[config.mk]
export PLATFORM = sky130hd
export DESIGN_NAME = beeper_audio_renderer
export DESIGN_NICKNAME = d
export VERILOG_FILES = /design/src/rtl/core/bar_pkg.sv /design/src/rtl/core/beeper_audio_renderer.sv /design/src/rtl/core/bar_ctrl.sv /design/src/rtl/core/bar_dp.sv
export SDC_FILE = /design/constraint.sdc
export NUM_CORES = 1
export LEC_CHECK = 0
export BUFFER_PORTS_ARGS = -buffer_cell sky130_fd_sc_hd__buf_2
export CORE_MARGIN = 1.5
export CORE_UTILIZATION = 34
export DETAILED_ROUTE_END_ITERATION = 8
export GPL_TIMING_DRIVEN = 0
export PLACE_DENSITY = 0.47
export SLEW_MARGIN = 20
export SYNTH_ARGS = -nofsm -noshare
export SYNTH_HDL_FRONTEND = slang
export SYNTH_HIERARCHICAL = 1
export SYNTH_SLANG_ARGS = --single-unit
[constraint.sdc]
create_clock -name clk -period 13.3 [get_ports clk]
set_input_delay 2.66 -clock clk [delete_from_list [all_inputs] [get_ports clk]]
set_output_delay 2.66 -clock clk [all_outputs]
set_load 0.01 [all_outputs]
[src/rtl/core/bar_pkg.sv]
// Package for the beeper audio renderer: frame constants, derived widths,
// register and request codes, controller states and control/status structs.
// No dependencies.
package bar_pkg;

  localparam int FRAME_TSTATES    = 65000;
  localparam int FRAME_SAMPLES    = 882;
  localparam int MAX_STEP_TSTATES = 255;
  localparam int RESULTS_PER_STEP = 4;

  localparam int POS_W   = $clog2(FRAME_TSTATES + 1);
  localparam int SUM_W   = $clog2(FRAME_TSTATES + MAX_STEP_TSTATES + 1);
  localparam int SD_W    = $clog2(FRAME_SAMPLES + 1);
  // threshold may run one frame length past the last sample
  localparam int PROD_W  = $clog2((FRAME_SAMPLES + 2) * FRAME_TSTATES + 1);
  localparam int CNT_W   = $clog2(RESULTS_PER_STEP);

  localparam int DELTA_W = 8;
  localparam int PORT_W  = 8;
  localparam int REQ_W   = 2;
  localparam int AMP_W   = 15;
  localparam int POLE_W  = 16;
  localparam int SMP_W   = 16;
  localparam int IDX_W   = 2;
  localparam int CFG_W   = 16;

  localparam logic [IDX_W-1:0] REG_AUDIO_ENABLE = 2'd0;
  localparam logic [IDX_W-1:0] REG_AMPLITUDE    = 2'd1;
  localparam logic [IDX_W-1:0] REG_DC_POLE      = 2'd2;

  localparam logic [REQ_W-1:0] REQ_NONE  = 2'd0;
  localparam logic [REQ_W-1:0] REQ_READ  = 2'd1;
  localparam logic [REQ_W-1:0] REQ_WRITE = 2'd2;

  localparam logic [AMP_W-1:0]  AMP_RESET  = 15'd4915;
  localparam logic [POLE_W-1:0] POLE_RESET = 16'd65208;

  typedef enum logic [2:0] {
    S_IDLE,
    S_ADV,
    S_MUL,
    S_CHECK,
    S_FMUL,
    S_EMIT,
    S_FIN
  } state_t;

  typedef struct packed {
    logic latch_in;
    logic advance;
    logic mul;
    logic fmul;
    logic emit;
    logic finish;
  } cmd_t;

  typedef struct packed {
    logic enable;
    logic hit;
    logic more;
    logic out_free;
  } sts_t;

endpackage

[src/rtl/core/beeper_audio_renderer.sv]
// Top level of the beeper audio renderer: controller plus datapath.
// Depends on bar_pkg, bar_ctrl and bar_dp.
//
//  channel | direction | handshake        | payload
//  in_     | slave     | tvalid/tready    | tuser = req_type; tdata = tstate_delta, port_low
//  out_    | master    | tvalid/tready    | tdata = sample; tuser = frame_end; tlast = last
//  cfg_    | slave     | valid/ready      | index = register, data = value
//
// In fast mode (audio off) a step goes from idle straight to finish. With audio on,
// a step runs advance, the serial position multiply and the threshold compare, then a
// filter multiply and emit for each emitted sample (at most 4), then finish.
// Output stalls hold the emit state; results sit in one output register.
// Reset is synchronous and needs no clearing pass; cfg writes are always ready.
module beeper_audio_renderer
  import bar_pkg::*;
(
  input  logic              clk,
  input  logic              rst_n,
  input  logic              in_tvalid,
  output logic              in_tready,
  input  logic [15:0]       in_tdata,   // [7:0] tstate_delta, [15:8] port_low
  input  logic [REQ_W-1:0]  in_tuser,   // [1:0] req_type
  output logic              out_tvalid,
  input  logic              out_tready,
  output logic [SMP_W-1:0]  out_tdata,  // [15:0] sample
  output logic              out_tuser,  // [0] frame_end
  output logic              out_tlast,
  input  logic              cfg_valid,
  output logic              cfg_ready,
  input  logic [IDX_W-1:0]  cfg_index,
  input  logic [CFG_W-1:0]  cfg_data
);

  cmd_t cmd;
  sts_t sts;

  assign cfg_ready = 1'b1;

  bar_ctrl u_ctrl (
    .clk       (clk),
    .rst_n     (rst_n),
    .in_tvalid (in_tvalid),
    .in_tready (in_tready),
    .sts       (sts),
    .cmd       (cmd)
  );

  bar_dp u_dp (
    .clk           (clk),
    .rst_n         (rst_n),
    .cmd           (cmd),
    .sts           (sts),
    .in_req        (in_tuser),
    .in_delta      (in_tdata[DELTA_W-1:0]),
    .in_port       (in_tdata[DELTA_W+PORT_W-1:DELTA_W]),
    .cfg_we        (cfg_valid & cfg_ready),
    .cfg_idx       (cfg_index),
    .cfg_wdata     (cfg_data),
    .out_tvalid    (out_tvalid),
    .out_tready    (out_tready),
    .out_sample    (out_tdata),
    .out_frame_end (out_tuser),
    .out_last      (out_tlast)
  );

endmodule

[src/rtl/core/bar_ctrl.sv]
// Controller for the beeper audio renderer: sequences one CPU step through
// advance, threshold check, filter and emit, or straight to finish with audio off. Depends on bar_pkg.
module bar_ctrl
  import bar_pkg::*;
(
  input  logic clk,
  input  logic rst_n,
  input  logic in_tvalid,
  output logic in_tready,
  input  sts_t sts,
  output cmd_t cmd
);

  state_t state_r, state_nxt;

  always_ff @(posedge clk) begin
    if (!rst_n) begin
      state_r <= S_IDLE;
    end else begin
      state_r <= state_nxt;
    end
  end

  always_comb begin
    state_nxt = state_r;
    cmd       = '0;
    in_tready = 1'b0;
    case (state_r)
      S_IDLE: begin
        in_tready = 1'b1;
        if (in_tvalid) begin
          cmd.latch_in = 1'b1;
          state_nxt    = sts.enable ? S_ADV : S_FIN;
        end
      end
      S_ADV: begin
        cmd.advance = 1'b1;
        state_nxt   = S_MUL;
      end
      S_MUL: begin
        cmd.mul   = 1'b1;
        state_nxt = S_CHECK;
      end
      S_CHECK: begin
        state_nxt = sts.hit ? S_FMUL : S_FIN;
      end
      S_FMUL: begin
        cmd.fmul  = 1'b1;
        state_nxt = S_EMIT;
      end
      S_EMIT: begin
        // hold until the output register can take the request
        if (sts.out_free) begin
          cmd.emit  = 1'b1;
          state_nxt = sts.more ? S_FMUL : S_FIN;
        end
      end
      S_FIN: begin
        cmd.finish = 1'b1;
        state_nxt  = S_IDLE;
      end
      default: begin
        state_nxt = S_IDLE;
      end
    endcase
  end

endmodule

[src/rtl/core/bar_dp.sv]
// Datapath for the beeper audio renderer: config registers, frame position,
// sample thresholds, DC blocker and output register. Depends on bar_pkg.
module bar_dp
  import bar_pkg::*;
(
  input  logic               clk,
  input  logic               rst_n,
  input  cmd_t               cmd,
  output sts_t               sts,
  input  logic [REQ_W-1:0]   in_req,
  input  logic [DELTA_W-1:0] in_delta,
  input  logic [PORT_W-1:0]  in_port,
  input  logic               cfg_we,
  input  logic [IDX_W-1:0]   cfg_idx,
  input  logic [CFG_W-1:0]   cfg_wdata,
  output logic               out_tvalid,
  input  logic               out_tready,
  output logic [SMP_W-1:0]   out_sample,
  output logic               out_frame_end,
  output logic               out_last
);

  localparam int FB_W = POLE_W + SMP_W + 1;
  localparam int Y_W  = SMP_W + 3;

  logic               en_r;
  logic [AMP_W-1:0]   amp_r;
  logic [POLE_W-1:0]  pole_r;

  logic [REQ_W-1:0]   req_r;
  logic [DELTA_W-1:0] delta_r;
  logic [PORT_W-1:0]  port_r;

  logic [POS_W-1:0]   pos_r;
  logic [SD_W-1:0]    sd_r;
  logic [PROD_W-1:0]  thr_r;
  logic [PROD_W-1:0]  prod_r;
  logic [CNT_W-1:0]   cnt_r;
  logic               spk_r;
  logic signed [SMP_W-1:0] prev_in_r, prev_out_r;
  logic signed [FB_W-1:0]  fbprod_r;

  logic               out_valid_r;
  logic [SMP_W-1:0]   out_sample_r;
  logic               out_fe_r, out_last_r;

  logic [SUM_W-1:0]   pos_sum;
  logic [POS_W-1:0]   pos_clamp;
  logic [PROD_W-1:0]  thr_next;
  logic signed [SMP_W-1:0] x_s;
  logic signed [SMP_W:0]   fb_s;
  logic signed [Y_W-1:0]   y_sum;
  logic signed [SMP_W-1:0] y_sat;
  logic               frame_full;

  always_comb begin
    pos_sum   = SUM_W'(pos_r) + SUM_W'(delta_r);
    pos_clamp = (pos_sum > SUM_W'(FRAME_TSTATES)) ? POS_W'(FRAME_TSTATES)
                                                  : pos_sum[POS_W-1:0];
    thr_next  = thr_r + PROD_W'(FRAME_TSTATES);
    x_s       = spk_r ? $signed({1'b0, amp_r}) : -$signed({1'b0, amp_r});
    // floor of product / 2^16
    fb_s      = fbprod_r[FB_W-1:POLE_W];
    y_sum     = Y_W'(x_s) - Y_W'(prev_in_r) + Y_W'(fb_s);
    if (y_sum > Y_W'(32767)) begin
      y_sat = 16'sh7fff;
    end else if (y_sum < -Y_W'(32768)) begin
      y_sat = 16'sh8000;
    end else begin
      y_sat = y_sum[SMP_W-1:0];
    end
    frame_full = (sd_r == SD_W'(FRAME_SAMPLES - 1));
  end

  assign sts.enable   = en_r;
  assign sts.hit      = (prod_r >= thr_r);
  assign sts.more     = (cnt_r != CNT_W'(RESULTS_PER_STEP - 1)) && !frame_full &&
                        (prod_r >= thr_next);
  assign sts.out_free = !out_valid_r || out_tready;

  // config registers
  always_ff @(posedge clk) begin
    if (!rst_n) begin
      en_r   <= 1'b1;
      amp_r  <= AMP_RESET;
      pole_r <= POLE_RESET;
    end else if (cfg_we) begin
      case (cfg_idx)
        REG_AUDIO_ENABLE: en_r   <= cfg_wdata[0];
        REG_AMPLITUDE:    amp_r  <= cfg_wdata[AMP_W-1:0];
        REG_DC_POLE:      pole_r <= cfg_wdata[POLE_W-1:0];
        default:          ;
      endcase
    end
  end

  // payload registers
  always_ff @(posedge clk) begin
    if (cmd.latch_in) begin
      req_r   <= in_req;
      delta_r <= in_delta;
      port_r  <= in_port;
    end
    if (cmd.mul) begin
      prod_r <= PROD_W'(pos_r) * PROD_W'(FRAME_SAMPLES);
    end
    if (cmd.fmul) begin
      fbprod_r <= $signed({1'b0, pole_r}) * prev_out_r;
    end
    if (cmd.emit) begin
      out_sample_r <= y_sat;
      out_fe_r     <= frame_full;
      out_last_r   <= !sts.more;
    end
  end

  // frame and filter state
  always_ff @(posedge clk) begin
    if (!rst_n) begin
      pos_r       <= '0;
      sd_r        <= '0;
      thr_r       <= PROD_W'(FRAME_TSTATES);
      cnt_r       <= '0;
      spk_r       <= 1'b0;
      prev_in_r   <= '0;
      prev_out_r  <= '0;
      out_valid_r <= 1'b0;
    end else begin
      if (cmd.emit) begin
        out_valid_r <= 1'b1;
      end else if (out_tready) begin
        out_valid_r <= 1'b0;
      end
      if (cmd.advance) begin
        pos_r <= pos_clamp;
        cnt_r <= '0;
      end
      if (cmd.emit) begin
        prev_in_r  <= x_s;
        prev_out_r <= y_sat;
        sd_r       <= sd_r + SD_W'(1);
        thr_r      <= thr_next;
        cnt_r      <= cnt_r + CNT_W'(1);
      end
      if (cmd.finish) begin
        if (sd_r == SD_W'(FRAME_SAMPLES)) begin
          sd_r  <= '0;
          pos_r <= '0;
          thr_r <= PROD_W'(FRAME_TSTATES);
        end
        // speaker sits on even port addresses
        if (!port_r[0]) begin
          if (req_r == REQ_READ) begin
            spk_r <= 1'b0;
          end else if (req_r == REQ_WRITE) begin
            spk_r <= 1'b1;
          end
        end
      end
    end
  end

  assign out_tvalid    = out_valid_r;
  assign out_sample    = out_sample_r;
  assign out_frame_end = out_fe_r;
  assign out_last      = out_last_r;

endmodule
==> flow_summary.yaml, run 1 <==
clocking:
  cts-hold-fix-buffers: 0
  cts_tree: "built"
  clockRootBuffer: "clkbuf_16"
  path_clk_slew_ns: 0.07
  cts_max_level: 4
  numClockSinks: 191
  post_cts_buffers: 0
  cts_buffer_depth: 2
  clock_latency_ns: 0.48
  numCtsBuffers: 17
  cts_resized: 0
setup_path:
  slowest_stage: "a2111oi_2"
  r2r_cells: 24
  crit_arrival_ns: 8.23
  path_cells: "clkbuf_1, clkbuf_1, nand2_1, fa_1, inv_1, fa_1, inv_1, fa_1, inv_1, fa_1, fa_1, inv_1, fa_1, inv_1, ha_1, a21oi_1, o211ai_1, a21oi_1, a211oi_2, a2111oi_2, a21oi_1, a32oi_1, a21oi_1, xor2_1"
  r2r-start: "u_dp/prev_out_r[9]"
  worstSetupEndpoint: "u_dp/fbprod_r[31]"
  crit_type: "reg -> reg"
  path_delay_family: "adder cells"
  r2r-end: "u_dp/fbprod_r[31]"
  slowest_delay_ns: 0.69
  crit_top_cell: "fa_1"
  path_depth: 24
  cp-startpoint: "u_dp/prev_out_r[9]"
  worstPathBufferInverterCount: 7
  r2r_slack_ns: 5.30
  startpoint_type: "flop"
  worstPathRequired_ns: 13.52
  end_kind: "flop"
  cp_max_fo: 10
layout:
  layout_commonest_cell: "inv_1"
  drive_gt1_share_pct: 6.36
  layout.nets: 2960
  area_growth_pct: 8.90
  fin_util_pct: 37.3
  fillers: 6473
  final_cell_mix: "399 x inv_1, 265 x ha_1, 262 x fa_1"
routing:
  num_vias: 15700
  wire_per_inst_um: 17.6
  routed_wl_um: 57400
  drc_errors: 0
  drt_iter0_drc: 828
  antenna_left: 0
  first_pass_iters: 5
  avgViaCountPerCell: 4.83
power_and_ir_drop:
  power.leakage_nw: 11.1
  power.density_nw_per_um2: 72.8
  ir_worst_vdd_mv: 0.0949
synth:
  syn_inst: 2316
  yosys.area_share.simple_pct: 15.6
  synth_compound_area_share_pct: 10.1
  synthAdderAreaFrac_pct: 39.7
  async_flop_share_pct: 0
  yosys_warnings: 6
  yosysUniqueCellTypes: 84
  synth_top_family_by_area: "adder cells"
  synth-seq-area-share_pct: 21.0
  syn-num-nets: 2884
  synth-edff-count: 71
  synth.area.mux_share_pct: 0.232
  syn_area_sq_um: 21500
  avgSynthCellArea_sq_um: 9.30
  synth_xor_area_share_pct: 4.88
  ys_ff_latch: 191
  yosys_most_used_dff: "dfxtp_1"
timing:
  relSlewSlack_pct: 27.8
  drv_slew: 0
  period_needed_ns: 8.00
  worst_slew_pin_slew_ns: 1.07
  fin_crit_sh_pct: 60.2
  hold_viol: 0
  setup_viol_count_final: 0
  skew_ns: 0.0162
  tns_ns: 0
  grt_setup_unrepaired: "false"
  fmax_mhz: 125
global_route:
  overflow: 0
  grt_pass1_wl_um: 89900
  antenna_found_initial: 6
  grt_max_degree: 26
  grt_pass1_vias: 15900
  track_usage_pct: 18.3
worst_hold_path:
  hold_depth: 2
  min_path_type: "reg -> reg"
outcome:
  outcome: "completed"
place:
  place.port_buffers: 53
  hpwl_um: 47900
  finalWeightedCongestion: 0.852
floorplan:
  die_h_um: 255
  initial_core_util_pct: 34.3
  die-area_sq_um: 64900
  core_sq_um: 62900
  die_x_um: 255
  row_count: 92
  ios: 62
run:
  maxCapViolCount: 0
synthesized netlist by cell type (5+ instances only):
| library cell | instances | area (sq um) |
|---|---|---|
| xnor2_1 | 100 | 876 |
| edfxtp_1 | 71 | 2130 |
| fa_1 | 262 | 5250 |
| nor2b_1 | 14 | 87.6 |
| mux2i_1 | 5 | 50.1 |
| o21a_1 | 15 | 113 |
| inv_1 | 399 | 1500 |
| a21oi_2 | 11 | 96.3 |
| o211ai_1 | 12 | 90.1 |
| nor3_1 | 29 | 145 |
| and3_1 | 18 | 113 |
| ha_1 | 265 | 3320 |
| nand3_1 | 48 | 240 |
| a21oi_1 | 99 | 495 |
| a31oi_1 | 8 | 50.1 |
| xor2_1 | 20 | 175 |
| nand4_1 | 22 | 138 |
| nor2_1 | 113 | 424 |
| nand2b_1 | 28 | 175 |
| a21o_1 | 31 | 233 |
| o21ai_2 | 9 | 78.8 |
| and2_1 | 126 | 788 |
| nand2_1 | 243 | 912 |
| a211oi_1 | 28 | 210 |
| o21ai_1 | 15 | 75.1 |
| o21ai_0 | 46 | 230 |
| clkbuf_1 | 59 | 221 |
| or3_1 | 7 | 43.8 |
| dfxtp_1 | 120 | 2400 |
final cells by class:
type | instances | area (sq um) | area share, %
Timing Repair Buffer | 57 | 299 | 1.27
Clock buffer | 19 | 443 | 1.89
Inverter | 401 | 1510 | 6.41
Tap cell | 846 | 1060 | 4.51
Sequential cell | 191 | 4530 | 19.3
Clock inverter | 12 | 96.3 | 0.411
Antenna cell | 1 | 2.50 | 0.0107
Multi-Input combinational cell | 1655 | 15200 | 64.9
Buffer | 69 | 298 | 1.27
tightest hold or removal path: cells and delay by family, from the launching register on:
kind / cells / cell delay (ns)
simple gates: 1 / 0.06
compound gates: 1 / 0.05
flops: 1 / 0.33
per-stage QoR:
| stage | instance area (sq um) | hold slack [ns] | total power, mW | setup slack [ns] | cells |
|---|---|---|---|---|---|
| 2_1_floorplan | 21500 | 0.443 | 1.07 | 7.04 | 2316 |
| 3_3_place_gp | 22900 | 0.460 | 1.22 | 5.36 | 3215 |
| 3_5_place_dp | 22900 | 0.466 | 1.23 | 5.36 | 3219 |
| 4_1_cts | 23500 | 0.487 | 1.74 | 5.33 | 3250 |
| 5_1_grt | 23500 | 0.507 | 1.83 | 5.04 | 3250 |
| 6_report | 23500 | 0.488 | 1.71 | 5.30 | 3251 |
worst min path at each step:
stage	startpoint	endpoint	slack, ns
final	u_dp/amp_r[13]	u_dp/amp_r[13]	0.49
after global routing	u_dp/amp_r[13]	u_dp/amp_r[13]	0.51
after CTS	u_dp/en_r	u_dp/en_r	0.49
after detailed placement	u_dp/en_r	u_dp/en_r	0.47
after global placement	u_dp/en_r	u_dp/en_r	0.46
after floorplan	u_dp/en_r	u_dp/en_r	0.44
routing by layer:
| layer | wire, um | vias up | track usage, % | share of wire (%) |
|---|---|---|---|---|
| met4 | 1490 | 6 | 5.98 | 2.6 |
| met1 | 29300 | 7721 | 27.1 | 51 |
| met5 | 40 | - | 0 | 0.070 |
| met2 | 24100 | 263 | 26.9 | 42 |
| met3 | 2360 | 67 | 3.06 | 4.1 |
| li1 | - | 7654 | - | - |
sequential cells by signal, summed over array words and instances, names as in the netlist, 2 cells and up:
register,count
u_dp/prod_r,25
u_dp/sd_r,10
u_dp/pos_r,16
u_dp/fbprod_r,17
u_dp/amp_r,15
u_dp/out_sample,16
u_dp/req_r,2
u_dp/thr_r,23
u_dp/pole_r,16
u_dp/prev_in_r,16
u_dp/prev_out_r,16
u_dp/cnt_r,2
u_dp/delta_r,8
u_ctrl/state_r,3
kinds of logic after synthesis:
kind of cell,Yosys count
xor gates and xnor gates,120
other,1
adders and majority gates,527
muxes,5
AOI/OAI and AO/OA,320
and+or+nand+nor,682
DFF,191
buffers and inverters,470
report_power, final:
group | total [mW] | internal (mW) | switching [mW]
logic | 0.524 | 0.210 | 0.314
clock network | 0.497 | 0.248 | 0.250
registers | 0.687 | 0.648 | 0.0389
Note: power is estimated with default switching activity, not from simulation.
==> run 2: changes to the inputs <==
--- a/config.mk
+++ b/config.mk
@@ -10,7 +10,7 @@
 export CORE_UTILIZATION = 34
 export DETAILED_ROUTE_END_ITERATION = 8
 export GPL_TIMING_DRIVEN = 0
-export PLACE_DENSITY = 0.47
+export PLACE_DENSITY = 0.48
 export SLEW_MARGIN = 20
 export SYNTH_ARGS = -nofsm -noshare
 export SYNTH_HDL_FRONTEND = slang
==> constraint.sdc (replaced) <==
create_clock -name clk -period 7.08 [get_ports clk]
set_input_delay 1.416 -clock clk [delete_from_list [all_inputs] [get_ports clk]]
set_output_delay 1.416 -clock clk [all_outputs]
set_load 0.01 [all_outputs]
==> run 2 against run 1 <==
Net effect: power is 91% higher; combinational power is 87% higher; clock power is 100% higher; cell count hardly changed; wire length is 1.5% lower; core utilization is 0.30 points higher.
==> flow_summary.yaml, run 2 (synthesis results as in run 1) <==
outcome:
  outcome: "completed"
power_and_ir_drop:
  ir_worst_vdd_mv: 0.190
  p_total_mw: 3.27
  power.density_nw_per_um2: 138
  clockPowerShare_pct: 30.7
  power_switching_mw: 1.15
  switching_share_pct: 35.1
  power.leakage_nw: 11.3
  internal_power_mw: 2.12
  combPwrFrac_pct: 29.9
  power_frac_seq_pct: 39.4
setup_path:
  crit_type: "reg -> reg"
  end_kind: "flop"
  r2r-start: "u_dp/pole_r[11]"
  worstPathBufferInverterCount: 5
  crit_top_cell: "fa_1"
  slowest_delay_ns: 0.58
  r2r-end: "u_dp/fbprod_r[31]"
  slowest_stage: "fa_1"
  path_delay_family: "adder cells"
  startpoint_type: "flop"
  cp_max_fo: 10
  r2r_cells: 22
  crit_arrival_ns: 6.98
  path_cells: "buf_2, nand2_1, fa_1, fa_1, fa_1, inv_1, fa_1, fa_1, inv_1, fa_1, inv_1, ha_1, a21oi_2, o211ai_1, a21oi_2, a211oi_4, a2111oi_4, buf_4, a21oi_1, a32oi_2, a21oi_1, xor2_1"
  worstPathRequired_ns: 7.29
  r2r_slack_ns: 0.30
timing:
  skew_ns: 0.0127
  hold_ws_ns: 0.485
  grt_setup_unrepaired: "false"
  period_needed_ns: 6.78
  drv_slew: 0
  fin_crit_sh_pct: 95.7
  hold_viol: 0
  fmax_mhz: 148
  worst_slew_pin_slew_ns: 0.828
  setup_viol_count_final: 0
  relSlewSlack_pct: 44.4
routing:
  drt_iter0_drc: 848
  first_pass_iters: 5
  antenna_left: 0
  wire_per_inst_um: 17.4
  avgViaCountPerCell: 4.87
  routed_wl_um: 56500
  num_vias: 15800
  drc_errors: 0
global_route:
  overflow: 0
  grt_pass1_vias: 16000
  track_usage_pct: 18.0
  grt_max_degree: 26
  grt_pass1_wl_um: 89400
  antenna_found_initial: 7
floorplan:
  die-area_sq_um: 64900
  row_count: 92
  die_h_um: 255
  core_sq_um: 62900
  ios: 62
  die_x_um: 255
  initial_core_util_pct: 34.3
layout:
  drive_gt1_share_pct: 8.50
  largest_registers: "u_dp/prod_r x25, u_dp/thr_r x23, u_dp/fbprod_r x17"
  fillers: 6421
  area_growth_pct: 9.78
  final_cell_mix: "399 x inv_1, 265 x ha_1, 262 x fa_1"
  largest_register: "u_dp/prod_r"
  layout.nets: 2956
  largest_register_ffs: 25
  layout_commonest_cell: "inv_1"
worst_hold_path:
  min_path_type: "reg -> reg"
  hold_path_end: "u_dp/amp_r[14]"
  min_from: "u_dp/amp_r[14]"
  hold_depth: 2
clocking:
  cts_max_level: 4
  numClockSinks: 191
  cts_tree: "built"
  clockRootBuffer: "clkbuf_16"
  clock_latency_ns: 0.46
  numCtsBuffers: 17
  cts_buffer_depth: 2
  path_clk_slew_ns: 0.08
place:
  finalWeightedCongestion: 0.860
  place.port_buffers: 53
  hpwl_um: 47300
run:
  maxCapViolCount: 0
## run 2: area by class of cell
cell class | instances | area [sq um] | share of cell area (%)
Clock buffer | 19 | 475 | 2.01
Tap cell | 846 | 1060 | 4.47
Clock inverter | 13 | 136 | 0.577
Sequential cell | 191 | 4570 | 19.3
Inverter | 401 | 1510 | 6.36
Buffer | 65 | 337 | 1.42
Timing Repair Buffer | 57 | 295 | 1.25
Antenna cell | 2 | 5.00 | 0.0212
Multi-Input combinational cell | 1655 | 15300 | 64.6
## run 2: through the flow
step                      instance area, sq um  worst slack (ns)  util (%)  setup TNS, ns  instances
after detailed placement                 22900            -0.839      36.5          -6.97       3218
after global routing                     23700            0.0178      37.6              0       3247
final                                    23700             0.302      37.6              0       3249
after CTS                                23600          0.000409      37.5              0       3248
after floorplan                          21500             0.824         -              0       2316
after global placement                   22900            -0.822      36.4          -6.61       3215
## run 2: repair_timing
item / 4_1_cts / 5_1_grt
endpoints found under the setup margin: 12 / 8
pin swaps: 0 / 1
setup buffers: 0 / 1
resized for setup: 44 / 31
hold buffers: 0 / 0
## run 2: worst max path at each step
stage / start / slack (ns) / cells after the start / endpoint
finish: u_dp/pole_r[11] / 0.30 / 22 / u_dp/fbprod_r[31]
global route: u_dp/prev_out_r[9] / 0.02 / 24 / u_dp/fbprod_r[32]
CTS: u_dp/pole_r[6] / 0.0004 / 23 / u_dp/fbprod_r[31]
detailed placement: u_dp/prev_out_r[9] / -0.84 / 24 / u_dp/fbprod_r[32]
global placement: u_dp/prev_out_r[9] / -0.82 / 24 / u_dp/fbprod_r[32]
floorplan: u_dp/prev_out_r[9] / 0.82 / 24 / u_dp/fbprod_r[31]
## run 2: power by group through the flow
stage / registers [mW] / logic (mW) / clock network, mW
2_1_floorplan: 1.28 / 0.735 / 0
3_3_place_gp: 1.31 / 0.968 / 0
3_5_place_dp: 1.31 / 0.978 / 0
4_1_cts: 1.29 / 0.988 / 1.04
5_1_grt: 1.30 / 1.12 / 1.08
6_report: 1.29 / 0.979 / 1.00
## run 2: per-layer routing
metal  track usage, %  vias to the layer above  share of wire, %
li1                 -                     7664                 -
met1             27.1                     7767                51
met2             26.8                      327                42
met3             2.64                       53               4.8
met4             4.65                        6               2.0
met5                0                        -             0.053
## run 2: worst register-to-register path, stage by stage (launching register included)
cell and delay (ns):
dfxtp_2 0.49, buf_2 0.39, nand2_1 0.13, fa_1 0.58, fa_1 0.45, fa_1 0.52, inv_1 0.05, fa_1 0.46
fa_1 0.54, inv_1 0.05, fa_1 0.57, inv_1 0.05, ha_1 0.31, a21oi_2 0.25, o211ai_1 0.14, a21oi_2 0.18
a211oi_4 0.09, a2111oi_4 0.36, buf_4 0.20, a21oi_1 0.14, a32oi_2 0.26, a21oi_1 0.12, xor2_1 0.16
